`src/rtl/note_queue_tone_player_core_macros.svh`:
```
// assertion macros shared by the note queue tone player
`ifndef NOTE_QUEUE_TONE_PLAYER_CORE_MACROS_SVH
`define NOTE_QUEUE_TONE_PLAYER_CORE_MACROS_SVH

// same-cycle implication, checked at every rising edge outside reset
`define NQTP_ASSERT_NOW(label, clk, rst, ante, cons, msg) \
   label: assert property (@(posedge clk) disable iff (rst) (ante) |-> (cons)) \
      else $error(msg);

// next-cycle implication
`define NQTP_ASSERT_NEXT(label, clk, rst, ante, cons, msg) \
   label: assert property (@(posedge clk) disable iff (rst) (ante) |=> (cons)) \
      else $error(msg);

`endif

```
`src/rtl/nqtp_pkg.sv`:
```
// shared types and constants of the note queue tone player
package nqtp_pkg;

   localparam int DEFAULT_QUEUE_DEPTH = 16;

   localparam int FREQ_W     = 16;
   localparam int DUR_W      = 16;
   localparam int STEP_W     = 10;
   localparam int ELAPSED_W  = 17;
   localparam int CSR_ADDR_W = 3;
   localparam int CSR_DATA_W = 32;

   localparam logic [STEP_W-1:0]    TICK_STEP_RESET = STEP_W'(10);
   localparam logic [ELAPSED_W-1:0] ELAPSED_MAX     = {ELAPSED_W{1'b1}};

   // register index taken from the word address bit
   localparam logic CSR_IDX_TICK_STEP = 1'b0;

   typedef enum logic [1:0] {
      REQ_PUSH = 2'd0,
      REQ_TICK = 2'd1,
      REQ_STOP = 2'd2
   } req_code_type;

   typedef enum logic [1:0] {
      ST_IDLE = 2'b01,
      ST_EXEC = 2'b10
   } state_type;

   typedef struct packed {
      logic capture;
      logic commit;
   } ctrl_cmd_type;

   typedef struct packed {
      logic out_free;
   } dpath_status_type;

endpackage

```
`src/rtl/nqtp_ctrl.sv`:
```
// controller state machine: accept a transaction, then commit its update
module nqtp_ctrl (
   input  logic                        clock,
   input  logic                        reset,
   input  logic                        req_valid,
   output logic                        req_ready,
   input  nqtp_pkg::dpath_status_type  status,
   output nqtp_pkg::ctrl_cmd_type      cmd
);

   nqtp_pkg::state_type state_ff, state_in;

   always_comb begin
      state_in    = state_ff;
      req_ready   = 1'b0;
      cmd.capture = 1'b0;
      cmd.commit  = 1'b0;
      unique case (state_ff)
         nqtp_pkg::ST_IDLE: begin
            req_ready = 1'b1;
            if (req_valid) begin
               cmd.capture = 1'b1;
               state_in    = nqtp_pkg::ST_EXEC;
            end
         end
         nqtp_pkg::ST_EXEC: begin
            if (status.out_free) begin
               cmd.commit = 1'b1;
               state_in   = nqtp_pkg::ST_IDLE;
            end
         end
         default: begin
            state_in = nqtp_pkg::ST_IDLE;
         end
      endcase
   end

   always_ff @(posedge clock) begin
      if (reset) begin
         state_ff <= nqtp_pkg::ST_IDLE;
      end else begin
         state_ff <= state_in;
      end
   end

endmodule

```
`src/rtl/nqtp_dpath.sv`:
```
// datapath: note store, playback state, tick step register and result register
module nqtp_dpath #(
   parameter int QUEUE_DEPTH = nqtp_pkg::DEFAULT_QUEUE_DEPTH,
   parameter int FILL_W      = $clog2(QUEUE_DEPTH + 1)
) (
   input  logic                                 clock,
   input  logic                                 reset,
   input  nqtp_pkg::ctrl_cmd_type               cmd,
   output nqtp_pkg::dpath_status_type           status,
   input  logic [1:0]                           req_type,
   input  logic [nqtp_pkg::FREQ_W-1:0]          req_note_freq,
   input  logic [nqtp_pkg::DUR_W-1:0]           req_note_duration,
   output logic                                 rsp_valid,
   input  logic                                 rsp_ready,
   output logic                                 rsp_push_accepted,
   output logic                                 rsp_tone_on,
   output logic [nqtp_pkg::FREQ_W-1:0]          rsp_tone_freq,
   output logic                                 rsp_busy_res,
   output logic [FILL_W-1:0]                    rsp_queue_fill,
   input  logic                                 csr_write,
   input  logic [nqtp_pkg::CSR_ADDR_W-1:0]      csr_addr,
   input  logic [nqtp_pkg::CSR_DATA_W-1:0]      csr_wdata,
   output logic [nqtp_pkg::CSR_DATA_W-1:0]      csr_rdata
);

   localparam int PTR_W   = $clog2(QUEUE_DEPTH);
   localparam int ENTRY_W = nqtp_pkg::FREQ_W + nqtp_pkg::DUR_W;
   localparam int SUM_W   = nqtp_pkg::ELAPSED_W + 1;

   logic [ENTRY_W-1:0] mem [QUEUE_DEPTH];
   logic [ENTRY_W-1:0] rd_data_ff;

   logic [1:0]                    type_ff;
   logic [nqtp_pkg::FREQ_W-1:0]   freq_ff;
   logic [nqtp_pkg::DUR_W-1:0]    dur_ff;

   logic [PTR_W-1:0]               rd_ptr_ff, rd_ptr_in, wr_ptr_ff, wr_ptr_in;
   logic [FILL_W-1:0]              fill_ff, fill_in;
   logic [nqtp_pkg::DUR_W-1:0]     play_dur_ff, play_dur_in;
   logic [nqtp_pkg::ELAPSED_W-1:0] elapsed_ff, elapsed_in;
   logic                           buz_on_ff, buz_on_in;
   logic [nqtp_pkg::FREQ_W-1:0]    buz_freq_ff, buz_freq_in;
   logic [nqtp_pkg::STEP_W-1:0]    step_ff;
   logic                           accepted;
   logic                           store_write;
   logic [SUM_W-1:0]               sum;
   logic [nqtp_pkg::ELAPSED_W-1:0] sat;
   logic [nqtp_pkg::FREQ_W-1:0]    head_freq;
   logic                           rsp_valid_ff;

   assign status.out_free = !rsp_valid_ff || rsp_ready;
   assign rsp_valid       = rsp_valid_ff;
   assign csr_rdata = {{(nqtp_pkg::CSR_DATA_W - nqtp_pkg::STEP_W){1'b0}}, step_ff};

   assign head_freq = rd_data_ff[ENTRY_W-1:nqtp_pkg::DUR_W];
   assign sum = {1'b0, elapsed_ff} + SUM_W'(step_ff);
   assign sat = (sum > SUM_W'(nqtp_pkg::ELAPSED_MAX)) ? nqtp_pkg::ELAPSED_MAX
                                                       : sum[nqtp_pkg::ELAPSED_W-1:0];

   always_comb begin
      rd_ptr_in   = rd_ptr_ff;
      wr_ptr_in   = wr_ptr_ff;
      fill_in     = fill_ff;
      play_dur_in = play_dur_ff;
      elapsed_in  = elapsed_ff;
      buz_on_in   = buz_on_ff;
      buz_freq_in = buz_freq_ff;
      accepted    = 1'b0;
      store_write = 1'b0;
      unique case (type_ff)
         nqtp_pkg::REQ_PUSH: begin
            if (fill_ff < FILL_W'(QUEUE_DEPTH)) begin
               store_write = 1'b1;
               accepted    = 1'b1;
               fill_in     = fill_ff + 1'b1;
               wr_ptr_in   = (wr_ptr_ff == PTR_W'(QUEUE_DEPTH - 1)) ? '0 : wr_ptr_ff + 1'b1;
            end
         end
         nqtp_pkg::REQ_TICK: begin
            if (play_dur_ff == '0) begin
               if (fill_ff != '0) begin
                  play_dur_in = rd_data_ff[nqtp_pkg::DUR_W-1:0];
                  rd_ptr_in   = (rd_ptr_ff == PTR_W'(QUEUE_DEPTH - 1)) ? '0
                                                                      : rd_ptr_ff + 1'b1;
                  fill_in     = fill_ff - 1'b1;
                  elapsed_in  = '0;
                  buz_on_in   = (head_freq != '0);
                  buz_freq_in = head_freq;
               end else begin
                  buz_on_in   = 1'b0;
                  buz_freq_in = '0;
               end
            end else begin
               elapsed_in = sat;
               if (sat >= nqtp_pkg::ELAPSED_W'(play_dur_ff)) begin
                  buz_on_in   = 1'b0;
                  buz_freq_in = '0;
                  play_dur_in = '0;
               end
            end
         end
         nqtp_pkg::REQ_STOP: begin
            rd_ptr_in   = '0;
            wr_ptr_in   = '0;
            fill_in     = '0;
            play_dur_in = '0;
            elapsed_in  = '0;
            buz_on_in   = 1'b0;
            buz_freq_in = '0;
         end
         default: begin
         end
      endcase
   end

   // note store and its registered read port
   always_ff @(posedge clock) begin
      if (cmd.commit && store_write) begin
         mem[wr_ptr_ff] <= {freq_ff, dur_ff};
      end
      rd_data_ff <= mem[rd_ptr_ff];
   end

   // captured transaction and result payload
   always_ff @(posedge clock) begin
      if (cmd.capture) begin
         type_ff <= req_type;
         freq_ff <= req_note_freq;
         dur_ff  <= req_note_duration;
      end
      if (cmd.commit) begin
         rsp_push_accepted <= accepted;
         rsp_tone_on       <= buz_on_in;
         rsp_tone_freq     <= buz_on_in ? buz_freq_in : '0;
         rsp_busy_res      <= (fill_in != '0) || (play_dur_in != '0);
         rsp_queue_fill    <= fill_in;
      end
   end

   always_ff @(posedge clock) begin
      if (reset) begin
         rd_ptr_ff    <= '0;
         wr_ptr_ff    <= '0;
         fill_ff      <= '0;
         play_dur_ff  <= '0;
         elapsed_ff   <= '0;
         buz_on_ff    <= 1'b0;
         buz_freq_ff  <= '0;
         step_ff      <= nqtp_pkg::TICK_STEP_RESET;
         rsp_valid_ff <= 1'b0;
      end else begin
         if (cmd.commit) begin
            rd_ptr_ff   <= rd_ptr_in;
            wr_ptr_ff   <= wr_ptr_in;
            fill_ff     <= fill_in;
            play_dur_ff <= play_dur_in;
            elapsed_ff  <= elapsed_in;
            buz_on_ff   <= buz_on_in;
            buz_freq_ff <= buz_freq_in;
         end
         if (csr_write && (csr_addr[2] == nqtp_pkg::CSR_IDX_TICK_STEP)) begin
            step_ff <= csr_wdata[nqtp_pkg::STEP_W-1:0];
         end
         rsp_valid_ff <= cmd.commit ? 1'b1 : (rsp_ready ? 1'b0 : rsp_valid_ff);
      end
   end

endmodule

```
`src/rtl/note_queue_tone_player_core.sv`:
```
// note queue tone player: a note fifo that sequences a buzzer tone, one result per
// transaction. each request transaction is accepted, then committed from the registered
// read of the note store; the commit waits while the previous result still sits unread
// in the result register. a push stores a note unless the fifo is full, a tick pops the
// head note when nothing plays or advances elapsed time by tick_step_ms (saturating), a
// stop clears the fifo and the note. the tick step lives at csr byte address 0; the user
// must write it only while the block is idle; the block does not enforce this. there
// is no clearing pass after reset: the fill count guards every read of the store.
`include "note_queue_tone_player_core_macros.svh"

module note_queue_tone_player_core #(
   parameter int QUEUE_DEPTH = nqtp_pkg::DEFAULT_QUEUE_DEPTH,
   parameter int FILL_W      = $clog2(QUEUE_DEPTH + 1)
) (
   input  logic                             clock,
   input  logic                             reset,
   // request transactions
   input  logic                             req_valid,
   output logic                             req_ready,
   input  logic [1:0]                       req_type,
   input  logic [nqtp_pkg::FREQ_W-1:0]      req_note_freq,
   input  logic [nqtp_pkg::DUR_W-1:0]       req_note_duration,
   // result transactions
   output logic                             rsp_valid,
   input  logic                             rsp_ready,
   output logic                             rsp_push_accepted,
   output logic                             rsp_tone_on,
   output logic [nqtp_pkg::FREQ_W-1:0]      rsp_tone_freq,
   output logic                             rsp_busy_res,
   output logic [FILL_W-1:0]                rsp_queue_fill,
   // register port
   input  logic                             csr_psel,
   input  logic                             csr_penable,
   input  logic                             csr_pwrite,
   input  logic [nqtp_pkg::CSR_ADDR_W-1:0]  csr_paddr,
   input  logic [nqtp_pkg::CSR_DATA_W-1:0]  csr_pwdata,
   output logic [nqtp_pkg::CSR_DATA_W-1:0]  csr_prdata,
   output logic                             csr_pready
);

   nqtp_pkg::ctrl_cmd_type     cmd;
   nqtp_pkg::dpath_status_type status;
   logic                       csr_write;

   // zero-wait register port, written in the access phase
   assign csr_pready = 1'b1;
   assign csr_write  = csr_psel && csr_penable && csr_pwrite && csr_pready;

   // sequencing of accept and commit
   nqtp_ctrl u_ctrl (
      .clock     (clock),
      .reset     (reset),
      .req_valid (req_valid),
      .req_ready (req_ready),
      .status    (status),
      .cmd       (cmd)
   );

   // note store, playback state and result register
   nqtp_dpath #(
      .QUEUE_DEPTH (QUEUE_DEPTH),
      .FILL_W      (FILL_W)
   ) u_dpath (
      .clock             (clock),
      .reset             (reset),
      .cmd               (cmd),
      .status            (status),
      .req_type          (req_type),
      .req_note_freq     (req_note_freq),
      .req_note_duration (req_note_duration),
      .rsp_valid         (rsp_valid),
      .rsp_ready         (rsp_ready),
      .rsp_push_accepted (rsp_push_accepted),
      .rsp_tone_on       (rsp_tone_on),
      .rsp_tone_freq     (rsp_tone_freq),
      .rsp_busy_res      (rsp_busy_res),
      .rsp_queue_fill    (rsp_queue_fill),
      .csr_write         (csr_write),
      .csr_addr          (csr_paddr),
      .csr_wdata         (csr_pwdata),
      .csr_rdata         (csr_prdata)
   );

   // fill reported never exceeds the queue depth
   `NQTP_ASSERT_NOW(a_fill_bound, clock, reset, rsp_valid, rsp_queue_fill <= FILL_W'(QUEUE_DEPTH), "queue fill above depth")
   // a stored push leaves the player busy
   `NQTP_ASSERT_NOW(a_push_busy, clock, reset, rsp_valid && rsp_push_accepted, rsp_busy_res, "push stored but not busy")
   // a sounding tone has a nonzero frequency; a zero-length note may leave it on while idle
   `NQTP_ASSERT_NOW(a_tone_state, clock, reset, rsp_valid && rsp_tone_on, rsp_tone_freq != '0, "tone on at zero freq")
   // an accepted transaction blocks the request side for its commit cycle
   `NQTP_ASSERT_NEXT(a_accept_busy, clock, reset, req_valid && req_ready, !req_ready, "request taken during commit")

endmodule

```
`config.mk`:
```
export PLATFORM = sky130hd
export DESIGN_NAME = note_queue_tone_player_core
export DESIGN_NICKNAME = d
export VERILOG_FILES = /design/src/rtl/nqtp_pkg.sv /design/src/rtl/nqtp_ctrl.sv /design/src/rtl/nqtp_dpath.sv /design/src/rtl/note_queue_tone_player_core.sv
export VERILOG_INCLUDE_DIRS = /design/src /design/src/rtl
export SDC_FILE = /design/constraint.sdc
export NUM_CORES = 1
export LEC_CHECK = 0
export BUFFER_PORTS_ARGS = -buffer_cell sky130_fd_sc_hd__buf_2
export CORE_UTILIZATION = 50
export CTS_CLUSTER_DIAMETER = 50
export CTS_CLUSTER_SIZE = 12
export DETAILED_ROUTE_END_ITERATION = 12
export PLACE_DENSITY = 0.69
export SYNTH_ARGS = -nofsm -noshare
export SYNTH_HDL_FRONTEND = slang
export SYNTH_SLANG_ARGS = --single-unit
```
`constraint.sdc`:
```
create_clock -name clock -period 11.3 [get_ports clock]
set_clock_uncertainty 0.15 [all_clocks]
set_input_delay 1.13 -clock clock [delete_from_list [all_inputs] [get_ports clock]]
set_output_delay 1.13 -clock clock [all_outputs]
set_load 0.01 [all_outputs]
```
Yosys cells after proc, flatten, opt, wreduce, memory -nomap -nowiden:

Memory sizes are Yosys's and may differ from the RTL's. A register that Yosys moved wholly into a read port is not among the register bits.
Cells that the tools add are included.

* muxes and demuxes: 41
* bitwise operators: 1
* reductions and logical operators: 20
* magnitude comparators: 3
* $add $sub $neg: 5
* eq/ne operators: 12

Operators by type and width (count)
* $mux W16: 6
* $pmux W16 S2: 2
* $mux W17: 3
* $pmux W17 S2: 1
* $reduce_bool A16 Y1: 2
* $mux W4: 5
* $add A17 B10 Y18: 1
* $gt A18 B17 Y1 const B: 1
* $ge A17 B16 Y1: 1
* $logic_not A16 Y1: 1
* $pmux W4 S2: 2
* $mux W5: 3
* $pmux W5 S3: 1
* $mux W1: 14
* $reduce_bool A5 Y1: 2
* $add A4 B1 Y4 const B: 2
* $eq A4 B4 Y1 const B: 2
* $ne A2 B1 Y1 const B: 3
* $reduce_and A3 Y1: 2
* $reduce_bool A2 Y1: 3
* $add A5 B1 Y5 const B: 1
* $lt A5 B5 Y1 const B: 1
* $sub A5 B1 Y5 const B: 1
* $eq A2 B1 Y1 const B: 2
* 13 further kinds: 20

* RAM bits: 512
* output and inout bits: 59
* register bits after elaboration: 134
* input bits: 76
* logic and storage cells: 101
* memories: 1

Memories
* u_dpath.mem: depth 16, width 32, read ports 1, clocked after Yosys merged registers in 1, wr ports 1, RTL line nqtp_dpath.sv:30 `logic [ENTRY_W-1:0] mem [QUEUE_DEPTH];`

Logic depth before layout (Yosys ltp):

Gate-level depths: netlist (run 1).

* word-level depth: 9
* depth in mapped cells: 19

Cells and area by module:

Synthesis (run 1) repeated with hierarchy kept, for this count alone.

* cells, all modules: 1477
* area, all modules: 26802.0 sq um

By module, submodules not included
* nqtp_dpath: area each 26689.3 sq um, cells an instance 1465, times used 1
* nqtp_ctrl: area each 95.1 sq um, cells an instance 9, times used 1
* note_queue_tone_player_core: area each 17.5 sq um, cells an instance 3, times used 1

Worst setup path before layout (run 1):

Ideal clock, no wire load.

* path kind: input -> register
* start: input rsp_ready
* end: memory u_dpath.mem[2][0] in the netlist's numbering, enable pin
* required time: 10689 ps
* cell stages on the path: 5
* buffers on the path: 0
* setup slack: 6754 ps
* arrival time: 3935 ps
* cell sequence: nand2b_1 > nand2_1 > nor2_1 > nand2_1 > nor3_1

* longest elaborated chain between the ends: 6

RTL lines
* start: declaration: RTL line note_queue_tone_player_core.sv:25 `input logic rsp_ready,`
* $logic_or A1 B1 Y1: RTL line nqtp_dpath.sv:51 `assign status.out_free = !rsp_valid_ff || rsp_ready;`
* $mux W1: RTL line nqtp_ctrl.sv:27 `if (status.out_free) begin`
* $mux W1: RTL line nqtp_ctrl.sv:18 `unique case (state_ff)`
* $logic_and A1 B1 Y1: RTL line nqtp_dpath.sv:118 `if (cmd.commit && store_write) begin`
* $mux W1: RTL line nqtp_dpath.sv:118
* $mux W1 (implied by the code): RTL line nqtp_dpath.sv:119 `mem[wr_ptr_ff] <= {freq_ff, dur_ff};`
* end: declaration: RTL line nqtp_dpath.sv:30

No other way between the ends.

Worst setup path in the final report (run 1):

* start: register u_dpath.step_ff[7] in the netlist's numbering
* end: register u_dpath.buz_freq_ff[6] in the netlist's numbering

* longest elaborated chain between the ends: 7

RTL lines
* start: declaration: RTL line nqtp_dpath.sv:43 `logic [nqtp_pkg::STEP_W-1:0] step_ff;`
* start signal: assignment: RTL line nqtp_dpath.sv:149 `step_ff <= nqtp_pkg::TICK_STEP_RESET;`
* start signal: assignment: RTL line nqtp_dpath.sv:162 `step_ff <= csr_wdata[nqtp_pkg::STEP_W-1:0];`
* $add A17 B10 Y18 *: RTL line nqtp_dpath.sv:56 `assign sum = {1'b0, elapsed_ff} + SUM_W'(step_ff);`
* $gt A18 B17 Y1: RTL line nqtp_dpath.sv:57 `assign sat = (sum > SUM_W'(nqtp_pkg::ELAPSED_MAX)) ? nqtp_pkg::ELAPSED_MAX`
* $mux W17 *: RTL line nqtp_dpath.sv:57
* $ge A17 B16 Y1 *: RTL line nqtp_dpath.sv:95 `if (sat >= nqtp_pkg::ELAPSED_W'(play_dur_ff)) begin`
* $mux W16 *: RTL line nqtp_dpath.sv:95
* $mux W16 *: RTL line nqtp_dpath.sv:80 `if (play_dur_ff == '0) begin`
* $pmux W16 S2 *: RTL line nqtp_dpath.sv:70 `unique case (type_ff)`
* end signal: assignment: RTL line nqtp_dpath.sv:159 `buz_freq_ff <= buz_freq_in;`
* end: declaration: RTL line nqtp_dpath.sv:42 `logic [nqtp_pkg::FREQ_W-1:0] buz_freq_ff, buz_freq_in;`

Every way passes the cells marked *; elsewhere a longest branch is shown, timed or not.
A chain may end at the register's enable or synchronous reset.

==> flow_summary.toml, run 1 <==
[grt]
overflow = 0
antenna_found_initial = 1
grt_first_pass_wirelength_microns = 82760
grt_pass1_vias = 13780
track_usage_pct = 20.76
grt_start_max_net_pins = 98

[clock_tree]
cts_tree = "built"
root_buffer = "clkbuf_16"
post_cts_buffers = 0
clk_latency_ps = 610
clock_sinks = 678
hold_buffers = 0
cts.htree.levels = 3
clk_path_buf_depth = 3
cts_buffers = 73
ctsResizeCount = 0
clk_pin_slew_ps = 50

[floorplan]
die_h_microns = 232.7
io_pins = 135
dieArea_sq_um = 54170
die_x_microns = 232.7
start_util_pct = 50.66
core_sq_um = 52550
num_rows = 84

[synth]
ys_top_cells_by_area = "edfxtp_1 64%, mux4_2 14%, dfxtp_1 8.1%"
yosysWarnings = 0
synthFlopType = "edfxtp_1"
synth_cells = 1463
synth_seq_cells = 678
synth_area_leader_cell = "edfxtp_1"
synth.distinct_cells = 79
synth.avg_cell_area_sq_um = 18.20
synth_edf_count = 570
syn_area_sq_um = 26620
seq_area_frac_synth_pct = 72.42
yosys.area.top_type_share_pct = 64.29
async_flop_share_pct = 0

[drt]
vias_per_cell = 5.899
ant_nets = 0
dr.pass1.iters = 5
wire_per_inst_microns = 23.64
drc = 0
drt_iter0_drc = 1415
dr_total_vias = 13680
wl_microns = 54790

[setup_path]
max_stage_delay_ps = 940
cpMaxStageDelayCell = "a2111oi_4"
crit_fanout = 18
crit_top_cell = "o21ai_0"
critical_path_arrival_ps = 6140
endpoint_kind = "register"
path_cells = "ha_1, and2_2, o211a_1, a41oi_1, a21boi_0, o21ai_0, o21ai_0, ha_1, and3_1, a221oi_1, o211a_1, o21ai_0, a2111oi_4, o21ba_1, a22o_2"
cp.required_ps = 11690
critPathKind = "register to register"
start_kind = "register"

[run_status]
status = "completed"

[power_and_ir_drop]
comb_power_share_pct = 1.4
irDropWorstVdd_uv = 96.26
p_sw_share_pct = 19.78
leakage_nw = 9.785
p_sw_mw = 1.012
power.share.sequential_pct = 53.9
power_density_nw_per_um2 = 169.7
p_int_mw = 4.104
p_clk_share_pct = 44.7

[place]
placed_cells = 2196
portBuffers = 87
routabilityCongestion = 0.8643
place_hpwl_microns = 29110

[cells_and_area]
stdcell_count = 2318
syn_to_final_growth_pct = 13.25
layout_common_cells = "570 x edfxtp_1, 160 x mux4_2, 104 x dfxtp_1"
drive_gt1_share_pct = 26.38
fin_nets = 1697
diodes = 0
layout_commonest_cell = "edfxtp_1"

[sta]
finalHoldViolCount = 0
tightest_slew_ps = 1297
grt_setup_unrepaired = "no"
hold-worst-slack_ps = 312.6
timing.final.crit_share_pct = 50.91
post-route-min-period_ps = 5753
fmax_mhz = 173.8
slew_headroom_pct = 13.37
maxSlewViolCount = 0
setup_violations = 0
setup_tns_ps = 0

[flow_run]
cap_violations = 0

[min_path]
hold_class = "register to register"
final timing paths:
| path | startpoint | end | slack [ps] | cells after the start |
|---|---|---|---|---|
| worst max-delay path | u_dpath.step_ff[7]$_SDFFE_PP0P_ | u_dpath.buz_freq_ff[6]$_SDFFE_PP0P_ | 5550 | 15 |
| worst min-delay path | u_dpath.elapsed_ff[7]$_SDFFE_PP0P_ | u_dpath.elapsed_ff[7]$_SDFFE_PP0P_ | 310 | 2 |
| worst min register to register | u_dpath.elapsed_ff[7]$_SDFFE_PP0P_ | u_dpath.elapsed_ff[7]$_SDFFE_PP0P_ | 310 | 2 |
| worst max register to register | u_dpath.step_ff[7]$_SDFFE_PP0P_ | u_dpath.buz_freq_ff[6]$_SDFFE_PP0P_ | 5550 | 15 |
critical path: cells and delay by family (launching register included):
| family | cells | cell delay [ps] |
|---|---|---|
| and+or+nand+nor | 2 | 380 |
| DFF | 1 | 320 |
| AOI/OAI and AO/OA | 11 | 4080 |
| adders and majority gates | 2 | 750 |
metrics by stage:
stage	power, mW	cell area [sq um]	worst slack (ps)	util, %
after CTS	5.162	30150	5474	57.37
after global placement	2.878	27880	5587	53.05
after floorplan	2.851	26700	6754	-
after detailed placement	2.883	27880	5524	53.05
final	5.116	30150	5547	57.37
after global routing	5.266	30150	5043	57.37
power groups by stage:
| stage | Clock [mW] | Combinational [mW] | Sequential [mW] |
|---|---|---|---|
| after floorplan | 0 | 0.0525 | 2.80 |
| after global placement | 0 | 0.0706 | 2.81 |
| after detailed placement | 0 | 0.0721 | 2.81 |
| after CTS | 2.33 | 0.0725 | 2.76 |
| after global routing | 2.43 | 0.0794 | 2.76 |
| final | 2.29 | 0.0716 | 2.76 |
layer usage:
| layer | track usage [%] | wire, microns | up-vias |
|---|---|---|---|
| li1 | - | - | 6055 |
| met1 | 29.35 | 23830 | 7080 |
| met2 | 33.16 | 26510 | 457 |
| met3 | 3.444 | 3290 | 83 |
| met4 | 6.556 | 1156 | 0 |
| met5 | 0 | 0 | - |
sequential cells by signal, indices dropped and copies added, names as in the netlist, 4 cells and up:
| name | flops |
|---|---|
| u_dpath.mem | 512 |
| u_dpath.rd_data_ff | 32 |
| u_dpath.elapsed_ff | 17 |
| u_dpath.buz_freq_ff | 16 |
| u_dpath.dur_ff | 16 |
| u_dpath.freq_ff | 16 |
| u_dpath.play_dur_ff | 16 |
| u_dpath.rsp_tone_freq | 16 |
| u_dpath.step_ff | 10 |
| u_dpath.fill_ff | 5 |
| u_dpath.rsp_queue_fill | 5 |
| u_dpath.rd_ptr_ff | 4 |
| u_dpath.wr_ptr_ff | 4 |
cells by family after synthesis:
group | Yosys count | share of synthesized area [%]
buffers and inverters | 125 | 2.209
AO/OA/AOI/OAI | 207 | 5.156
multiplexers | 164 | 13.69
adder cells (fa/ha/maj) | 38 | 1.814
XOR/XNOR | 9 | 0.2961
AND/OR/NAND/NOR | 240 | 4.390
flip-flops | 678 | 72.42
other | 2 | 0.02821
synthesized netlist by cell type (all sizes together), types with 3 or more instances:
cell and number:
or3 3, xor2 4, nand3b 4, mux2i 3, xnor2 5, dfxtp 108, o21a 7, and3 6
inv 38, and4 3, o211a 3, and2 8, nor2b 7, nor2 51, nand2b 7, a22o 16
o21ai 63, clkbuf 43, nand2 94, buf 43, nand3 7, a21o 8, a22oi 3, a21oi 64
mux4 160, or2 8, nand4 6, nor4 17, nor3 11, a211o 3, edfxtp 570, a211oi 9
ha 37, a31oi 4
area by class of cell:
cell class | instances | area, sq um
Timing Repair Buffer | 111 | 628.1
Clock inverter | 19 | 231.5
Sequential cell | 678 | 19290
Fill cell | 3865 | 22400
Multi-Input combinational cell | 681 | 6959
Clock buffer | 103 | 2038
Tap cell | 688 | 860.8
Inverter | 38 | 142.6
(Power assumes the default switching activity.)
==> inputs of run 2 (changes only) <==
ABC_AREA = 1   (was default)
clock period = 5.45 ns   (was 11.3 ns; I/O delays follow)
==> flow_summary.toml, run 2 <==
[sta]
maxSlewViolCount = 0
timing.final.crit_share_pct = 84.11
grt_setup_unrepaired = "no"
setup_violations = 0
slew_headroom_pct = 39.96
tightest_slew_ps = 900.6
setup_tns_ps = 0
fmax_mhz = 218.1
finalHoldViolCount = 0
post-route-min-period_ps = 4584

[cells_and_area]
regMostFlops = "u_dpath.mem"
stdcell_area_sq_um = 31790
largest_reg_flops = 512
stdcell_count = 3152
layout_commonest_cell = "edfxtp_1"
fin_nets = 2455
top_regs = "u_dpath.mem (512), u_dpath.rd_data_ff (32), u_dpath.elapsed_ff (17)"
layout_common_cells = "570 x edfxtp_1, 279 x nand2_1, 239 x nor2_1"
diodes = 0
drive_gt1_share_pct = 10.90
syn_to_final_growth_pct = 14.43

[setup_path]
r2r_cells = 30
start_kind = "register"
critical_path_arrival_ps = 4920
max_stage_delay_ps = 490
crit_top_cell = "nand2_1"
startpoint = "u_dpath.step_ff[0]$_SDFFE_PP0P_"
r2r_slack_ps = 870
endpoint_kind = "register"
r2r_start = "u_dpath.step_ff[0]$_SDFFE_PP0P_"
cp.required_ps = 5790
cpMaxStageDelayCell = "a22o_1"
r2r-end = "u_dpath.rsp_tone_freq[9]$_SDFFCE_PN0P_"
crit_fanout = 25
critPathKind = "register to register"
crit_path_end = "u_dpath.rsp_tone_freq[9]$_SDFFCE_PN0P_"

[place]
placed_cells = 2973
place_hpwl_microns = 35860
portBuffers = 87
place_area_sq_um = 28940
routabilityCongestion = 0.8670

[clock_tree]
cts.htree.levels = 3
clk_latency_ps = 640
ctsResizeCount = 0
clock_sinks = 678
clk_pin_slew_ps = 60
clk_path_buf_depth = 3
cts_buffers = 75
root_buffer = "clkbuf_16"
cts_tree = "built"
post_cts_buffers = 0

[drt]
wire_per_inst_microns = 20.67
drc = 0
vias_per_cell = 5.737
dr.pass1.iters = 5
drt_iter0_drc = 1933
wl_microns = 65160
dr_total_vias = 18080
ant_nets = 0

[synth]
seq_area_frac_synth_pct = 69.40
synth.distinct_cells = 46
synth.avg_cell_area_sq_um = 12.40
synth_most_common_cell = "edfxtp_1"
async_flop_share_pct = 0
synthFlopType = "edfxtp_1"
synth_edf_count = 570
synth_common_cells = "570 x edfxtp_1, 279 x nand2_1, 253 x nor2_1"
synth_seq_cells = 678
yosys.area.top_type_share_pct = 61.62
yosysWarnings = 0
synth_area_leader_cell = "edfxtp_1"
synth_cells = 2240
ys_top_cells_by_area = "edfxtp_1 62%, dfxtp_1 7.8%, nand2_1 3.8%"
syn_area_sq_um = 27780

[power_and_ir_drop]
leakage_nw = 10.68
power_density_nw_per_um2 = 345.3
power.total_mw = 10.98
irDropWorstVdd_uv = 264.1

[floorplan]
start_util_pct = 50.52
die_h_microns = 237.7
core_sq_um = 54990
die_x_microns = 237.7
io_pins = 135
num_rows = 86
dieArea_sq_um = 56500

[grt]
overflow = 0
track_usage_pct = 23.09
grt_start_max_net_pins = 205
antenna_found_initial = 1
grt_pass1_vias = 17360
grt_first_pass_wirelength_microns = 99040

[min_path]
whs_path_depth = 3
hold_class = "input port to register"

[run_status]
status = "completed"

[flow_run]
cap_violations = 0
[run 2: cell count changes after synthesis, moves of 13 or more]
cell	change
nor2_1	+202
nand2_1	+185
mux4_2	-160
o21ai_0	+121
nand3_1	+108
o221ai_1	+97
mux2i_1	+95
clkbuf_1	+74
inv_1	+50
o211ai_1	+32
o32ai_1	+29
o21ai_1	+21
a21oi_1	+18
a22o_1	+13
[run 2: worst min path at each step]
stage,from,to,slack [ps]
floorplan,u_dpath.elapsed_ff[3]$_SDFFE_PP0P_,u_dpath.elapsed_ff[3]$_SDFFE_PP0P_,290
global placement,u_dpath.play_dur_ff[5]$_SDFFE_PP0P_,u_dpath.play_dur_ff[5]$_SDFFE_PP0P_,300
detailed placement,u_dpath.play_dur_ff[5]$_SDFFE_PP0P_,u_dpath.play_dur_ff[5]$_SDFFE_PP0P_,310
CTS,csr_pwdata[0],u_dpath.step_ff[0]$_SDFFE_PP0P_,0.6
global route,csr_pwdata[0],u_dpath.step_ff[0]$_SDFFE_PP0P_,20
finish,csr_pwdata[0],u_dpath.step_ff[0]$_SDFFE_PP0P_,20
[run 2: final cells by class]
| class | count | area (sq um) |
|---|---|---|
| well taps | 748 | 935.9 |
| inverters | 98 | 370.4 |
| repair buffers | 161 | 1114 |
| fillers | 4303 | 23200 |
| multi-input cells | 1327 | 7626 |
| clock buffers | 118 | 2120 |
| clock inverters | 22 | 330.3 |
| flip-flops and latches | 678 | 19290 |
[run 2: critical path, delay by kind of cell (launching register included)]
family / cells / cell delay [ps]
flip-flops: 1 / 360
adder cells (fa/ha/maj): 3 / 860
buffers and inverters: 5 / 340
AO/OA/AOI/OAI: 3 / 820
XOR/XNOR: 1 / 130
AND/OR/NAND/NOR: 18 / 1790
[run 2: repair_timing]
item | 4_1_cts | 5_1_grt
hold buffers | 38 | 1
hold endpoints to repair | 38 | 1
endpoints found under the setup margin | 0 | 0
[run 2: layer usage]
layer  wire (microns)  vias to the layer above  global-route usage, %
li1                 -                     8405                      -
met1            27410                     8904                  30.37
met2            31900                      657                  38.71
met3             4111                      118                  3.716
met4             1743                        0                  8.407
met5                0                        -                      0
[run 2: kinds of logic (layout without fill, tap and decap cells)]
| group | Yosys count | in the layout | share of synthesized area [%] |
|---|---|---|---|
| and+or+nand+nor | 685 | 685 | 10.19 |
| DFF | 678 | 678 | 69.40 |
| AOI/OAI and AO/OA | 470 | 470 | 10.81 |
| buffers and inverters | 256 | 399 | 3.892 |
| muxes | 98 | 98 | 3.531 |
| adders and majority gates | 38 | 38 | 1.739 |
| xor gates and xnor gates | 13 | 13 | 0.4099 |
| other | 2 | 23 | 0.02704 |
[run 2: per-stage QoR]
step / worst slack, ps / util (%) / hold WS [ps]
final: 865.7 / 57.81 / 17.39
after detailed placement: 958.9 / 52.63 / 306.4
after CTS: 860.7 / 57.78 / 0.5677
after global placement: 978.6 / 52.63 / 301.4
after floorplan: 1330 / - / 294.6
after global routing: 407.2 / 57.81 / 22.43
[run 2: where the power goes]
| group | leakage, nW | switching (mW) | internal [mW] |
|---|---|---|---|
| clock network | 1.17 | 2.07 | 2.92 |
| logic | 3.50 | 0.178 | 0.0882 |
| registers | 6.00 | 0.0695 | 5.66 |
==> inputs of run 3 (changes only) <==
ABC_AREA = 0   (was 1)
PLACE_DENSITY = 0.72   (was 0.69)
clock period = 4.19 ns   (was 5.45 ns; I/O delays follow)
==> flow_summary.toml, run 3 (same netlist as run 1, synthesis figures left out) <==
[run_status]
status = "completed"

[sta]
setup_violations = 0
post-route-min-period_ps = 4063
maxSlewViolCount = 0
hold-worst-slack_ps = 309.6
slew_headroom_pct = 18.10
tightest_slew_ps = 1222
fmax_mhz = 246.1
finalHoldViolCount = 0
timing.final.crit_share_pct = 96.97

[setup_path]
endpoint_kind = "register"
r2r_cells = 17
timing.critical_path.buf_inv = 2
r2r_slack_ps = 130
r2r-end = "u_dpath.play_dur_ff[14]$_SDFFE_PP0P_"
cp.required_ps = 4560
cpMaxStageDelayCell = "a211o_4"
crit_family = "compound AO/OA/AOI/OAI gates"
path_cells = "ha_1, and2_2, o211a_1, a41oi_2, a21bo_2, a21boi_2, buf_6, or2_2, ha_1, a21oi_1, o21ai_0, a221oi_2, o21ai_2, buf_4, a211o_4, a31o_4, o21ai_0"
critPathKind = "register to register"
r2r_start = "u_dpath.step_ff[6]$_SDFFE_PP0P_"
critical_path_arrival_ps = 4430
max_stage_delay_ps = 340
crit_fanout = 6
start_kind = "register"

[power_and_ir_drop]
irDropWorstVdd_uv = 348.9
leakage_nw = 10.26
p_sw_mw = 2.723
comb_power_share_pct = 1.8
power.share.sequential_pct = 54.3
p_sw_share_pct = 19.89
power.total_mw = 13.69
p_int_mw = 10.97
p_clk_share_pct = 43.8
power_density_nw_per_um2 = 438.1

[clock_tree]
cts_tree = "built"
cts.htree.levels = 3
clk_pin_slew_ps = 60
cts_buffers = 72
clk_path_buf_depth = 3
clock_sinks = 678
clk_latency_ps = 600
root_buffer = "clkbuf_16"

[min_path]
whs_endpoint = "u_dpath.elapsed_ff[5]$_SDFFE_PP0P_"
whs_path_depth = 2
hold_class = "register to register"
hp-start = "u_dpath.elapsed_ff[5]$_SDFFE_PP0P_"

[place]
place_area_sq_um = 28420
portBuffers = 87
place_hpwl_microns = 32360
routabilityCongestion = 0.8634

[flow_run]
cap_violations = 0

[drt]
vias_per_cell = 5.954
drc = 0
wl_microns = 58060
drt_iter0_drc = 1582
wire_per_inst_microns = 24.06
dr.pass1.iters = 5
dr_total_vias = 14370
ant_nets = 0

[cells_and_area]
layout_common_cells = "570 x edfxtp_1, 160 x mux4_2, 100 x dfxtp_1"
syn_to_final_growth_pct = 17.40
top_regs = "u_dpath.mem (512), u_dpath.rd_data_ff (32), u_dpath.elapsed_ff (17)"
largest_reg_flops = 512
final_util_pct = 59.47
diodes = 0
stdcell_area_sq_um = 31250
regMostFlops = "u_dpath.mem"
drive_gt1_share_pct = 29.28
fin_nets = 1795
layout_commonest_cell = "edfxtp_1"

[floorplan]
die_x_microns = 232.7
io_pins = 135
die_h_microns = 232.7
num_rows = 84
dieArea_sq_um = 54170
core_sq_um = 52550
start_util_pct = 50.66

[grt]
grt_first_pass_wirelength_microns = 86080
antenna_found_initial = 0
overflow = 0
track_usage_pct = 21.62
grt_pass1_vias = 14260
grt_start_max_net_pins = 51
==> run 3: cell types whose count changed in the layout (fill, tap and decap cells not counted), moves of 32 or more <==
cell / before / now
mux2i_1: 98 / 3
o221ai_1: 98 / 1
mux4_2: 0 / 160
nor2_1: 239 / 38
nand2_1: 279 / 94
inv_1: 88 / 38
o211ai_1: 32 / 0
nand3_1: 115 / 7
o21ai_0: 184 / 45
==> run 3: final cells by class <==
| class | count | area, sq um |
|---|---|---|
| clock buffer | 103 | 2033 |
| clock inverter | 15 | 167.7 |
| fill | 3733 | 21300 |
| inverter | 38 | 142.6 |
| multi-input combinational | 682 | 7126 |
| sequential | 678 | 19290 |
| tap | 688 | 860.8 |
| timing repair buffer | 209 | 1630 |
==> run 3: power by group through the flow <==
stage / Clock [mW] / Sequential [mW] / Combinational, mW
floorplan: 0 / 7.55 / 0.142
global placement: 0 / 7.57 / 0.203
detailed placement: 0 / 7.58 / 0.207
CTS: 6.09 / 7.44 / 0.241
global route: 6.33 / 7.45 / 0.272
finish: 6.00 / 7.44 / 0.248
==> run 3: metrics by stage <==
| step | std cells | worst slack [ps] | TNS, ps |
|---|---|---|---|
| after floorplan | 1484 | 11.69 | 0 |
| after global placement | 2248 | -110.6 | -3290 |
| after detailed placement | 2248 | -171.0 | -5678 |
| after CTS | 2411 | 16.34 | 0 |
| after global routing | 2413 | -18.86 | -190.5 |
| final | 2413 | 127.0 | 0 |
==> run 3: worst max-delay path by stage <==
stage | start | endpoint | slack [ps] | cells after the start
6_report | u_dpath.step_ff[6]$_SDFFE_PP0P_ | u_dpath.play_dur_ff[14]$_SDFFE_PP0P_ | 130 | 17
5_1_grt | u_dpath.step_ff[2]$_SDFFE_PP0P_ | u_dpath.buz_freq_ff[4]$_SDFFE_PP0P_ | -20 | 18
4_1_cts | u_dpath.step_ff[1]$_SDFFE_PP1P_ | u_dpath.play_dur_ff[2]$_SDFFE_PP0P_ | 20 | 17
3_5_place_dp | u_dpath.step_ff[1]$_SDFFE_PP1P_ | u_dpath.play_dur_ff[1]$_SDFFE_PP0P_ | -170 | 16
3_3_place_gp | u_dpath.step_ff[1]$_SDFFE_PP1P_ | u_dpath.rsp_tone_freq[2]$_SDFFCE_PN0P_ | -110 | 18
2_1_floorplan | u_dpath.step_ff[7]$_SDFFE_PP0P_ | u_dpath.rsp_tone_freq[10]$_SDFFCE_PN0P_ | 10 | 17
==> run 3: what timing repair did <==
item,CTS,global route
buffers inserted,0,1
gates resized for setup,9,41
hold endpoints to repair,45,0
pin swaps,4,17
cloned,0,1
endpoints found under the setup margin,49,45
hold buffers,45,0
==> run 3: per-layer routing <==
metal	wire (microns)	GRT usage (%)	vias to the layer above	share of wire, %
li1	-	-	6251	-
met5	0	0	-	0
met4	1302	6.270	0	2.2
met2	28920	35.48	575	50
met1	23940	29.58	7433	41
met3	3901	4.044	107	6.7
==> run 3: worst register-to-register path: stages (launching register included) <==
cell,delay [ps]
dfxtp_1,310
ha_1,300
and2_2,210
o211a_1,140
a41oi_2,230
a21bo_2,210
a21boi_2,110
buf_6,170
or2_2,300
ha_1,310
a21oi_1,140
o21ai_0,120
a221oi_2,270
o21ai_2,120
buf_4,150
a211o_4,340
a31o_4,260
o21ai_0,150
